--- config.mk ---
export PLATFORM = sky130hd
export DESIGN_NAME = chacha20_stream_cipher
export DESIGN_NICKNAME = d
export VERILOG_FILES = /design/src/design/chacha_pkg.sv /design/src/design/chacha_core.sv /design/src/design/chacha20_stream_cipher.sv
export SDC_FILE = /design/constraint.sdc
export NUM_CORES = 2
export LEC_CHECK = 0
export BUFFER_PORTS_ARGS = -buffer_cell sky130_fd_sc_hd__buf_2
export CAP_MARGIN = 5
export CORE_AREA = 2 2 365 367
export CTS_BUF_LIST = sky130_fd_sc_hd__clkbuf_16
export DETAILED_ROUTE_END_ITERATION = 8
export DIE_AREA = 0 0 367 369
export PLACE_DENSITY = 0.83
export SLEW_MARGIN = 40
export SYNTH_ARGS = -nofsm -noshare
export SYNTH_HDL_FRONTEND = slang
export SYNTH_SLANG_ARGS = --single-unit
export TNS_END_PERCENT = 20
--- constraint.sdc ---
create_clock -name clk -period 12.6 [get_ports clk]
set_input_delay 0 -clock clk [delete_from_list [all_inputs] [get_ports clk]]
set_output_delay 0 -clock clk [all_outputs]
set_load 0.1 [all_outputs]
--- src/design/chacha_pkg.sv ---
`timescale 1ns / 1ps
// ----------------------------------------------------------------------------
// ChaCha20 package
// Shared types and constants for the ChaCha20 stream cipher block.
// ----------------------------------------------------------------------------
package chacha_pkg;

    typedef struct packed {
        logic [7:0] data_in;
        logic       last_byte;
    } in_beat_t;

    typedef struct packed {
        logic [7:0] data_out;
        logic       last_out;
    } out_beat_t;

    // Configuration register indexes.
    localparam logic [2:0] REG_KEY0   = 3'd0;
    localparam logic [2:0] REG_KEY1   = 3'd1;
    localparam logic [2:0] REG_KEY2   = 3'd2;
    localparam logic [2:0] REG_KEY3   = 3'd3;
    localparam logic [2:0] REG_NONCE0 = 3'd4;
    localparam logic [2:0] REG_NONCE1 = 3'd5;

    localparam logic [31:0] SIGMA0 = 32'h61707865;
    localparam logic [31:0] SIGMA1 = 32'h3320646e;
    localparam logic [31:0] SIGMA2 = 32'h79622d32;
    localparam logic [31:0] SIGMA3 = 32'h6b206574;

    // Top-level control states.
    typedef enum logic [1:0] {
        ST_IDLE,
        ST_GEN,
        ST_XOR,
        ST_OUT
    } top_state_t;

    // Core sequencer states.
    typedef enum logic [2:0] {
        CS_IDLE,
        CS_LOAD,
        CS_RD,
        CS_QR,
        CS_WR,
        CS_FF_RD,
        CS_FF_WR
    } core_state_t;

    // Request and status between the top level and the block core.
    typedef struct packed {
        logic        start;
        logic [31:0] counter;
    } core_req_t;

    typedef struct packed {
        logic       done;
        logic       ks_we;
        logic [3:0] ks_addr;
        logic [31:0] ks_word;
    } core_rsp_t;

    // Quarter round on four words.
    function automatic logic [127:0] mix_words(input logic [127:0] abcd);
        logic [31:0] a;
        logic [31:0] b;
        logic [31:0] c;
        logic [31:0] d;
        a = abcd[127:96];
        b = abcd[95:64];
        c = abcd[63:32];
        d = abcd[31:0];
        a = a + b; d = d ^ a; d = {d[15:0], d[31:16]};
        c = c + d; b = b ^ c; b = {b[19:0], b[31:20]};
        a = a + b; d = d ^ a; d = {d[23:0], d[31:24]};
        c = c + d; b = b ^ c; b = {b[24:0], b[31:25]};
        return {a, b, c, d};
    endfunction

endpackage

--- src/design/chacha_core.sv ---
`timescale 1ns / 1ps
// ----------------------------------------------------------------------------
// ChaCha20 block core
// Runs the double rounds on a 16-word working memory, one quarter round per
// read-modify-write pass, then adds the input words back and emits words.
// ----------------------------------------------------------------------------
module chacha_core #(
    parameter int DOUBLE_ROUNDS = 10
) (
    input  logic                  clk,
    input  logic                  rst_n,
    input  chacha_pkg::core_req_t req,
    input  logic [63:0]           key_part0,
    input  logic [63:0]           key_part1,
    input  logic [63:0]           key_part2,
    input  logic [63:0]           key_part3,
    input  logic [63:0]           nonce_part0,
    input  logic [31:0]           nonce_part1,
    output chacha_pkg::core_rsp_t rsp
);

    localparam int RW = $clog2(DOUBLE_ROUNDS + 1);

    // Working words, four banks of four so a quarter round reads one per bank.
    logic [31:0] bank_a [4];
    logic [31:0] bank_b [4];
    logic [31:0] bank_c [4];
    logic [31:0] bank_d [4];

    chacha_pkg::core_state_t state_reg, state_next;
    logic [RW-1:0] round_reg, round_next;
    logic [2:0]    qr_reg, qr_next;
    logic [3:0]    word_reg, word_next;
    logic [31:0]   ctr_reg;

    logic [1:0]   ia, ib, ic, id;
    logic [31:0]  ra_reg, rb_reg, rc_reg, rd_reg;
    logic [127:0] qr_out;
    logic [31:0]  init_word;
    logic [31:0]  ff_word_reg;

    // Initial state words.
    always_comb
    begin
        case (word_reg)
            4'd0:  init_word = chacha_pkg::SIGMA0;
            4'd1:  init_word = chacha_pkg::SIGMA1;
            4'd2:  init_word = chacha_pkg::SIGMA2;
            4'd3:  init_word = chacha_pkg::SIGMA3;
            4'd4:  init_word = key_part0[31:0];
            4'd5:  init_word = key_part0[63:32];
            4'd6:  init_word = key_part1[31:0];
            4'd7:  init_word = key_part1[63:32];
            4'd8:  init_word = key_part2[31:0];
            4'd9:  init_word = key_part2[63:32];
            4'd10: init_word = key_part3[31:0];
            4'd11: init_word = key_part3[63:32];
            4'd12: init_word = ctr_reg;
            4'd13: init_word = nonce_part0[31:0];
            4'd14: init_word = nonce_part0[63:32];
            4'd15: init_word = nonce_part1;
            default: init_word = '0;
        endcase
    end

    // Column quarter rounds use one lane; diagonal ones shift b, c, d lanes.
    always_comb
    begin
        ia = qr_reg[1:0];
        if (qr_reg[2])
        begin
            ib = qr_reg[1:0] + 2'd1;
            ic = qr_reg[1:0] + 2'd2;
            id = qr_reg[1:0] + 2'd3;
        end
        else
        begin
            ib = qr_reg[1:0];
            ic = qr_reg[1:0];
            id = qr_reg[1:0];
        end
    end

    assign qr_out = chacha_pkg::mix_words({ra_reg, rb_reg, rc_reg, rd_reg});

    // Memory banks: one write and one registered read each.
    always_ff @(posedge clk)
    begin
        if (state_reg == chacha_pkg::CS_LOAD)
        begin
            case (word_reg[3:2])
                2'd0: bank_a[word_reg[1:0]] <= init_word;
                2'd1: bank_b[word_reg[1:0]] <= init_word;
                2'd2: bank_c[word_reg[1:0]] <= init_word;
                default: bank_d[word_reg[1:0]] <= init_word;
            endcase
        end
        else if (state_reg == chacha_pkg::CS_WR)
        begin
            bank_a[ia] <= qr_out[127:96];
            bank_b[ib] <= qr_out[95:64];
            bank_c[ic] <= qr_out[63:32];
            bank_d[id] <= qr_out[31:0];
        end
        if (state_reg == chacha_pkg::CS_FF_RD)
        begin
            ra_reg <= bank_a[word_reg[1:0]];
            rb_reg <= bank_b[word_reg[1:0]];
            rc_reg <= bank_c[word_reg[1:0]];
            rd_reg <= bank_d[word_reg[1:0]];
        end
        else
        begin
            ra_reg <= bank_a[ia];
            rb_reg <= bank_b[ib];
            rc_reg <= bank_c[ic];
            rd_reg <= bank_d[id];
        end
    end

    // Feed-forward word picked from the read registers.
    always_ff @(posedge clk)
    begin
        case (word_reg[3:2])
            2'd0: ff_word_reg <= ra_reg + init_word;
            2'd1: ff_word_reg <= rb_reg + init_word;
            2'd2: ff_word_reg <= rc_reg + init_word;
            default: ff_word_reg <= rd_reg + init_word;
        endcase
    end

    // Control registers.
    always_ff @(posedge clk or negedge rst_n)
    begin
        if (!rst_n)
        begin
            state_reg <= chacha_pkg::CS_IDLE;
            round_reg <= '0;
            qr_reg    <= '0;
            word_reg  <= '0;
            ctr_reg   <= '0;
        end
        else
        begin
            state_reg <= state_next;
            round_reg <= round_next;
            qr_reg    <= qr_next;
            word_reg  <= word_next;
            if (req.start)
                ctr_reg <= req.counter;
        end
    end

    // Next-state logic. Feed-forward: FF_RD reads the word and registers the
    // sum over its phases, then FF_WR emits it.
    logic [1:0] ff_ph_reg, ff_ph_next;

    always_ff @(posedge clk or negedge rst_n)
    begin
        if (!rst_n)
            ff_ph_reg <= '0;
        else
            ff_ph_reg <= ff_ph_next;
    end

    always_comb
    begin
        state_next = state_reg;
        round_next = round_reg;
        qr_next    = qr_reg;
        word_next  = word_reg;
        ff_ph_next = ff_ph_reg;
        case (state_reg)
            chacha_pkg::CS_IDLE:
            begin
                if (req.start)
                begin
                    state_next = chacha_pkg::CS_LOAD;
                    word_next  = '0;
                end
            end
            chacha_pkg::CS_LOAD:
            begin
                word_next = word_reg + 4'd1;
                if (word_reg == 4'd15)
                begin
                    state_next = chacha_pkg::CS_RD;
                    round_next = '0;
                    qr_next    = '0;
                end
            end
            chacha_pkg::CS_RD:
                state_next = chacha_pkg::CS_QR;
            chacha_pkg::CS_QR:
                state_next = chacha_pkg::CS_WR;
            chacha_pkg::CS_WR:
            begin
                qr_next = qr_reg + 3'd1;
                if (qr_reg == 3'd7)
                begin
                    round_next = round_reg + RW'(1);
                    if (round_reg == RW'(DOUBLE_ROUNDS - 1))
                    begin
                        state_next = chacha_pkg::CS_FF_RD;
                        word_next  = '0;
                        ff_ph_next = '0;
                    end
                    else
                        state_next = chacha_pkg::CS_RD;
                end
                else
                    state_next = chacha_pkg::CS_RD;
            end
            chacha_pkg::CS_FF_RD:
            begin
                ff_ph_next = ff_ph_reg + 2'd1;
                if (ff_ph_reg == 2'd2)
                begin
                    state_next = chacha_pkg::CS_FF_WR;
                    ff_ph_next = '0;
                end
            end
            chacha_pkg::CS_FF_WR:
            begin
                word_next = word_reg + 4'd1;
                if (word_reg == 4'd15)
                    state_next = chacha_pkg::CS_IDLE;
                else
                    state_next = chacha_pkg::CS_FF_RD;
            end
            default:
                state_next = chacha_pkg::CS_IDLE;
        endcase
    end

    // Outputs.
    always_comb
    begin
        rsp.ks_we   = (state_reg == chacha_pkg::CS_FF_WR);
        rsp.ks_addr = word_reg;
        rsp.ks_word = ff_word_reg;
        rsp.done    = (state_reg == chacha_pkg::CS_FF_WR) && (word_reg == 4'd15);
    end

endmodule

--- src/design/chacha20_stream_cipher.sv ---
`timescale 1ns / 1ps
// ----------------------------------------------------------------------------
// ChaCha20 stream cipher
// Each input beat carries one byte, XORed with the next keystream byte.
// At each 64-byte boundary, and after a last byte, a keystream block is
// computed in a working-word memory, one quarter round per read-modify-write
// pass, through load, round and feed-forward phases, before the first byte
// of the block. Other bytes go through keystream memory read, XOR and output
// in turn; no new byte is accepted until the output has been taken.
// ----------------------------------------------------------------------------
module chacha20_stream_cipher #(
    parameter int DOUBLE_ROUNDS = 10
) (
    input  logic                   clk,
    input  logic                   rst_n,
    input  logic                   cfg_we,
    input  logic [2:0]             cfg_index,
    input  logic [63:0]            cfg_data,
    input  logic                   in_valid,
    output logic                   in_stall,
    input  chacha_pkg::in_beat_t   in_beat,
    output logic                   out_valid,
    input  logic                   out_stall,
    output chacha_pkg::out_beat_t  out_beat
);

    logic [63:0] key0_reg, key1_reg, key2_reg, key3_reg, nonce0_reg;
    logic [31:0] nonce1_reg;

    chacha_pkg::top_state_t state_reg, state_next;
    logic [31:0] ctr_reg;
    logic [5:0]  pos_reg;
    chacha_pkg::in_beat_t hold_reg;
    chacha_pkg::out_beat_t out_reg;

    chacha_pkg::core_req_t req;
    chacha_pkg::core_rsp_t rsp;

    // Keystream memory: 16 words of 32 bits.
    logic [31:0] ks_mem [16];
    logic [31:0] ks_rd_reg;
    logic [7:0]  ks_byte;

    logic accept;

    // Configuration registers.
    always_ff @(posedge clk or negedge rst_n)
    begin
        if (!rst_n)
        begin
            key0_reg   <= '0;
            key1_reg   <= '0;
            key2_reg   <= '0;
            key3_reg   <= '0;
            nonce0_reg <= '0;
            nonce1_reg <= '0;
        end
        else if (cfg_we)
        begin
            case (cfg_index)
                chacha_pkg::REG_KEY0:   key0_reg   <= cfg_data;
                chacha_pkg::REG_KEY1:   key1_reg   <= cfg_data;
                chacha_pkg::REG_KEY2:   key2_reg   <= cfg_data;
                chacha_pkg::REG_KEY3:   key3_reg   <= cfg_data;
                chacha_pkg::REG_NONCE0: nonce0_reg <= cfg_data;
                chacha_pkg::REG_NONCE1: nonce1_reg <= cfg_data[31:0];
                default: ;
            endcase
        end
    end

    chacha_core #(
        .DOUBLE_ROUNDS(DOUBLE_ROUNDS)
    ) u_core (
        .clk         (clk),
        .rst_n       (rst_n),
        .req         (req),
        .key_part0   (key0_reg),
        .key_part1   (key1_reg),
        .key_part2   (key2_reg),
        .key_part3   (key3_reg),
        .nonce_part0 (nonce0_reg),
        .nonce_part1 (nonce1_reg),
        .rsp         (rsp)
    );

    assign accept = in_valid && !in_stall;

    // Keystream memory write and registered read.
    always_ff @(posedge clk)
    begin
        if (rsp.ks_we)
            ks_mem[rsp.ks_addr] <= rsp.ks_word;
        ks_rd_reg <= ks_mem[pos_reg[5:2]];
        if (accept)
            hold_reg <= in_beat;
    end

    always_comb
    begin
        case (pos_reg[1:0])
            2'd0: ks_byte = ks_rd_reg[7:0];
            2'd1: ks_byte = ks_rd_reg[15:8];
            2'd2: ks_byte = ks_rd_reg[23:16];
            default: ks_byte = ks_rd_reg[31:24];
        endcase
    end

    // Control registers.
    always_ff @(posedge clk or negedge rst_n)
    begin
        if (!rst_n)
        begin
            state_reg <= chacha_pkg::ST_IDLE;
            ctr_reg   <= '0;
            pos_reg   <= '0;
        end
        else
        begin
            state_reg <= state_next;
            if (state_reg == chacha_pkg::ST_XOR)
            begin
                if (hold_reg.last_byte)
                begin
                    ctr_reg <= '0;
                    pos_reg <= '0;
                end
                else
                begin
                    pos_reg <= pos_reg + 6'd1;
                    if (pos_reg == 6'd0)
                        ctr_reg <= ctr_reg + 32'd1;
                end
            end
        end
    end

    // Output register.
    always_ff @(posedge clk)
    begin
        if (state_reg == chacha_pkg::ST_XOR)
        begin
            out_reg.data_out <= hold_reg.data_in ^ ks_byte;
            out_reg.last_out <= hold_reg.last_byte;
        end
    end

    // Next state.
    always_comb
    begin
        state_next = state_reg;
        case (state_reg)
            chacha_pkg::ST_IDLE:
            begin
                if (accept)
                begin
                    if (pos_reg == 6'd0)
                        state_next = chacha_pkg::ST_GEN;
                    else
                        state_next = chacha_pkg::ST_XOR;
                end
            end
            chacha_pkg::ST_GEN:
            begin
                if (rsp.done)
                    state_next = chacha_pkg::ST_XOR;
            end
            chacha_pkg::ST_XOR:
                state_next = chacha_pkg::ST_OUT;
            chacha_pkg::ST_OUT:
            begin
                if (!out_stall)
                    state_next = chacha_pkg::ST_IDLE;
            end
            default:
                state_next = chacha_pkg::ST_IDLE;
        endcase
    end

    // Outputs.
    always_comb
    begin
        in_stall    = (state_reg != chacha_pkg::ST_IDLE);
        out_valid   = (state_reg == chacha_pkg::ST_OUT);
        out_beat    = out_reg;
        req.start   = (state_reg == chacha_pkg::ST_IDLE) && accept && (pos_reg == 6'd0);
        req.counter = ctr_reg;
    end

endmodule
; Word-level counts from Yosys, hierarchy flattened
; Memories as Yosys holds them, arrays and structs flattened. A register that Yosys moved wholly into a read port is not among the register bits.
; Cells that the tools add are included.
; Widths: inputs -> output; s select.
[word_totals]
regBits = 618
ram_bits = 1024
output_inout_bits = 11
word_cells = 198
n_memories = 5
[memory_table]
columns = memory, depth, width, read_ports, rd_clocked_by_memory_dff, wr, line
row1 = ks_mem, 16, 32, 1, 1, 1, chacha20_stream_cipher.sv:40  ; logic [31:0] ks_mem [16];
row2 = u_core.bank_a, 4, 32, 2, 0, 1, chacha_core.sv:25  ; logic [31:0] bank_a [4];
row3 = u_core.bank_b, 4, 32, 2, 0, 1, chacha_core.sv:26  ; logic [31:0] bank_b [4];
row4 = u_core.bank_c, 4, 32, 2, 0, 1, chacha_core.sv:27  ; logic [31:0] bank_c [4];
row5 = u_core.bank_d, 4, 32, 2, 0, 1, chacha_core.sv:28  ; logic [31:0] bank_d [4];
[classes]
n_addsub = 17
eq_ne = 44
n_mux = 67
bitwise_logic = 5
reduce_logical = 36
[ops]
columns = cell, n
row1 = $pmux 32 s16, 1
row2 = $mux 32, 10
row3 = $add 32x32->32, 8
row4 = $reduce_or 32->1, 4
row5 = $xor 32x32->32, 4
row6 = $pmux 32 s3, 1
row7 = $eq 4x4->1 const B, 9
row8 = $add 32x1->32 const B, 1
row9 = $mux 2, 14
row10 = $pmux 8 s3, 1
row11 = $mux 1, 21
row12 = $mux 3, 7
row13 = $pmux 3 s7, 1
row14 = $mux 4, 5
row15 = $eq 3x3->1 const B, 6
row16 = $eq 4x3->1 const B, 4
row17 = $ne 2x2->1 const B, 8
row18 = $reduce_and 2->1, 8
row19 = $eq 3x2->1 const B, 4
row20 = $pmux 4 s3, 1
row21 = $reduce_and 3->1, 4
row22 = $eq 2x2->1 const B, 5
row23 = $add 4x1->4 const B, 2
row24 = $eq 4x2->1 const B, 2
row25 = other kinds (24), 38

; Longest topological paths before layout
[logic_depth]
word_depth = 9
mapped_depth = 47
depth_no_buf = 47

; Modules after synthesis
; A second synthesis with hierarchy kept.
[unflattened]
hier_cells = 5184
hier_area_um2 = 78103.7
[modules_own_cells]
columns = module, n_inst, cells_per_inst, area_per_inst_um2
row1 = chacha_core, 1, 3149, 41827.6
row2 = chacha20_stream_cipher, 1, 2035, 36276.0

; Least setup slack after synthesis
; No wires, ideal clock.
[synth_path]
path_type = flip-flop to flip-flop
start = register u_core.rb_reg[0]
end = memory u_core.bank_b[0][3] (data pin)
setup_time_ps = 263
t_arrival_ps = 9812
t_required_ps = 12337
setup_slack_ps = 2525
stages_incl_launch_ff = 47
period_less_slack_ps = 10075
path_cell_list = dfxtp_1 > ha_1 > inv_1 > fa_1 > nor2b_1 > o21a_1 > o21ai_0 > a221oi_2 > a311oi_1 > o31ai_1 > a21oi_1 > xnor2_1 > xor2_1 > ha_1 > inv_1 > fa_1 > and2b_1 > o21ai_1 > (+11 left out) > a21boi_0 > o2111ai_1 > nand2_1 > a31oi_1 > xor3_1 > inv_1 > ha_1 > fa_1 > a211oi_1 > o21bai_1 > a21oi_1 > o31ai_1 > a21oi_1 > a211oi_1 > o31ai_1 > xnor2_1 > xor2_1 > a21o_1
[synth_between]
elab_chain_cells = 9
[synth_lines]
columns = element, line
row1 = from (decl), chacha_core.sv:37  ; logic [31:0] ra_reg, rb_reg, rc_reg, rd_reg;
row2 = from (signal assigned), chacha_core.sv:108  ; rb_reg <= bank_b[word_reg[1:0]];
row3 = from (signal assigned), chacha_core.sv:115  ; rb_reg <= bank_b[ib];
row4 = $add 32x32->32, chacha_pkg.sv:73  ; a = a + b; d = d ^ a; d = {d[15:0], d[31:16]};
row5 = $xor 32x32->32, chacha_pkg.sv:73
row6 = $add 32x32->32, chacha_pkg.sv:74  ; c = c + d; b = b ^ c; b = {b[19:0], b[31:20]};
row7 = $xor 32x32->32, chacha_pkg.sv:74
row8 = $add 32x32->32, chacha_pkg.sv:75  ; a = a + b; d = d ^ a; d = {d[23:0], d[31:24]};
row9 = $xor 32x32->32, chacha_pkg.sv:75
row10 = $add 32x32->32, chacha_pkg.sv:76  ; c = c + d; b = b ^ c; b = {b[24:0], b[31:25]};
row11 = $xor 32x32->32 *, chacha_pkg.sv:76
row12 = $mux 32 (no line) *, --
row13 = to (decl), chacha_core.sv:26
; Mark *: on every way between the ends. The rest lies on a longest branch, timed or not.

; Worst setup path after layout
[layout_path]
start = register u_core.rb_reg[0]
end = memory u_core.bank_c[0][30] (data pin)
[layout_between]
elab_chain_cells = 8
[layout_lines]
columns = element, line
row1 = $add 32x32->32, chacha_pkg.sv:73
row2 = $xor 32x32->32, chacha_pkg.sv:73
row3 = $add 32x32->32, chacha_pkg.sv:74
row4 = $xor 32x32->32, chacha_pkg.sv:74
row5 = $add 32x32->32, chacha_pkg.sv:75
row6 = $xor 32x32->32, chacha_pkg.sv:75
row7 = $add 32x32->32 *, chacha_pkg.sv:76
row8 = $mux 32 (no line) *, --
row9 = to (decl), chacha_core.sv:27
; Marks and branches as above.

==> out/qor.yml <==
timing:
  hold-worst-slack_ns: 0.0288
  rsz0062_at_grt: "false"
  timing.fmax_mhz: 84.1
  worstMarginPinSlew_ns: 1.00
  drv_slew: 0
  period_share_pct: 94.4
  setup_violations: 0
  fin_crit_ns: 11.89
  finalHoldViolations: 0
  max-slew-margin-rel_pct: 33.0
  setup_tns_ns: 0
  clock_skew_ns: 0.0664
die:
  chipWidth_um: 367
  start_util_pct: 59.6
  fp.dieH_um: 369
  core_area_um2: 131000
  pin_count: 92
  rows: 133
  die_area_um2: 135000
final_layout:
  layout_common_cells: "edfxtp_1 (1042), nand2_1 (724), dfrtp_1 (431)"
  regMostFlops: "ks_mem"
  area_delta_synth_final_pct: 12.2
  final_cell_count_no_fill: 7657
  drive_gt1_share_pct: 22.0
  design_area_um2: 87700
  largest_register_ffs: 512
  fin_nets: 6003
  fill_cells: 8709
  final_common_cell: "edfxtp_1"
yosys:
  async_flop_share_pct: 26.3
  synthSimpleGateAreaFrac_pct: 6.79
  synth_ff_type: "edfxtp_1"
  synthMuxAreaShare_pct: 17.6
  synth_compound_area_share_pct: 7.90
  syn_inst: 5557
  synth_area_leaders: "edfxtp_1 (40%), dfrtp_1 (14%), mux4_2 (10%)"
  synth_top_area_share_pct: 40.0
  ys_seq_area_share_pct: 59.0
  synth_area_um2: 78200
  ys_warn_count: 0
  synth_xor_area_share_pct: 3.95
  syn_area_per_cell_um2: 14.1
  synth_top_area_cell: "edfxtp_1"
  syn_nets: 5817
  synthAdderAreaFrac_pct: 2.91
  synth_edf_count: 1042
  synth_top_family_by_area: "multiplexers"
  synth-seq-cells: 1674
  ys_types: 88
worst_hold_path:
  holdPathStages: 3
  min_to: "key3_reg[42]"
  worstHoldStart: "cfg_data[42]"
  min_path_type: "input pin to register"
placement:
  dpl_cell_area_um2: 81100
  gp_congestion: 1.11
  placed_cells: 7221
  place_hpwl_mm: 174
  port_buffers: 91
cts:
  h-tree-depth: 4
  clockBufferDepth: 3
  clkLatencyLatePin_ns: 0.84
  cts_tree: "built"
  clockRootBuffer: "clkbuf_16"
  cts.sinks: 1674
  cts-buffers-inserted: 165
  cts.clk_slew.worst_paths_ns: 0.06
setup_path:
  r2r_start: "u_core.rb_reg[0]"
  end_kind: "register"
  critPathLaunchType: "register"
  cp_slowest_stage_delay_ns: 0.55
  reg2reg_to: "u_core.bank_c[0][30]"
  rrSetupSlack_ns: 0.71
  cp_data_arrival_time_ns: 12.50
  worst_path_max_delay_cell: "or4_4"
  critPathMaxFanout: 5
  critPathKind: "register to register"
  reg2reg_depth: 47
  crit_required_ns: 13.21
power:
  p_total_mw: 12.3
  p_switching_mw: 3.04
  clock_power_share_pct: 39.4
  internal_power_mw: 9.28
  p_per_area_nw_per_um2: 140
  power_frac_comb_pct: 9.3
  ir_worst_vdd_uv: 139
  leakagePower_nw: 32.4
  seqPwrFrac_pct: 51.3
  power_switching_share_pct: 24.7
route:
  num_vias: 52800
  drt-pass1-iter-count: 8
  avgRoutedWirePerCell_um: 34.1
  totalWireLength_mm: 261
  drcViolationCount: 0
  drtIter0Drc: 6888
  drtAntennaViolNets: 0
  routed_via_density: 6.90
global_routing:
  grtUsageTotal_pct: 38.6
  grt_pass1_wl_mm: 374
  grt_pass1_vias: 52900
  antenna_found_initial: 28
  overflow: 0
  grt_start_max_net_pins: 113
flow_run:
  maxCapViolCount: 0
run_status:
  status: "finished, final reports clean"
per-stage QoR:
| stage | util (%) | setup slack [ns] |
|---|---|---|
| finish | 66.9 | 0.708 |
| global route | 66.9 | 0.00128 |
| CTS | 66.8 | 0.621 |
| detailed placement | 61.9 | 0.675 |
| global placement | 61.8 | 0.868 |
| floorplan | - | 2.53 |
critical path, delay by kind of cell, from the launching register on:
| kind | cells | cell delay (ns) |
|---|---|---|
| flip-flops | 1 | 0.38 |
| buffers and inverters | 3 | 0.20 |
| AO/OA/AOI/OAI | 23 | 5.45 |
| adder cells (fa/ha/maj) | 7 | 2.33 |
| XOR/XNOR | 6 | 1.46 |
| AND/OR/NAND/NOR | 8 | 1.82 |
worst max path at each step:
| stage | cells past startpoint | end | from |
|---|---|---|---|
| global placement | 47 | u_core.bank_b[1][5] | u_core.rb_reg[0] |
| detailed placement | 47 | u_core.bank_b[1][5] | u_core.rb_reg[0] |
| CTS | 47 | u_core.bank_b[3][4] | u_core.rb_reg[0] |
| global route | 47 | u_core.bank_b[3][4] | u_core.rb_reg[0] |
| floorplan | 46 | u_core.bank_b[0][3] | u_core.rb_reg[0] |
| finish | 47 | u_core.bank_c[0][30] | u_core.rb_reg[0] |
Yosys cell counts, drive strengths merged (78+ instances only):
cell type / count
nor2: 173
a221oi: 91
nand3: 83
a21o: 83
inv: 78
mux2i: 145
edfxtp: 1042
ha: 174
mux2: 389
nand2: 726
xor2: 144
dfrtp: 440
dfxtp: 192
a21oi: 213
clkbuf: 228
o21ai: 188
xnor2: 146
mux4: 352
routing by layer:
metal / GRT usage [%] / part of all wire [%] / vias up
met3: 8.91 / 10 / 801
li1: - / - / 21600
met2: 59.7 / 46 / 3493
met5: 0 / 0.076 / -
met1: 49.4 / 36 / 26900
met4: 25.0 / 7.6 / 26
layout make-up:
type | instances | area, um2 | area share, %
multi-input cells | 3504 | 31100 | 35.4
clock inverters | 143 | 1130 | 1.29
diodes | 16 | 40.0 | 0.0456
clock buffers | 167 | 4180 | 4.76
repair buffers | 320 | 2620 | 2.99
flip-flops and latches | 1674 | 46200 | 52.6
inverters | 78 | 293 | 0.334
well taps | 1755 | 2200 | 2.50
power by group through the flow:
stage               sequential (mW)  clock, mW  combinational (mW)
floorplan                      6.42          0               0.739
global placement               6.38          0                1.02
detailed placement             6.40          0                1.07
CTS                            6.30       4.87                1.12
global route                   6.34       5.09                1.21
finish                         6.32       4.86                1.14
timing repair:
action | in CTS | in global routing
endpoints found under the hold margin | 623 | 0
setup endpoints to repair | 0 | 80
buffers inserted | 0 | 1
hold buffers | 107 | 0
gates resized for setup | 0 | 8
logic make-up (layout without fill, tap and decap cells):
family                     Yosys count  in the layout
AOI/OAI and AO/OA                  905            905
xor gates and xnor gates           314            314
adders and majority gates          179            179
buffers and inverters              379            708
DFF                               1674           1674
muxes                              886            886
other                                0             16
and+or+nand+nor                   1220           1220
No activity file was read; power rests on OpenSTA's default activity.
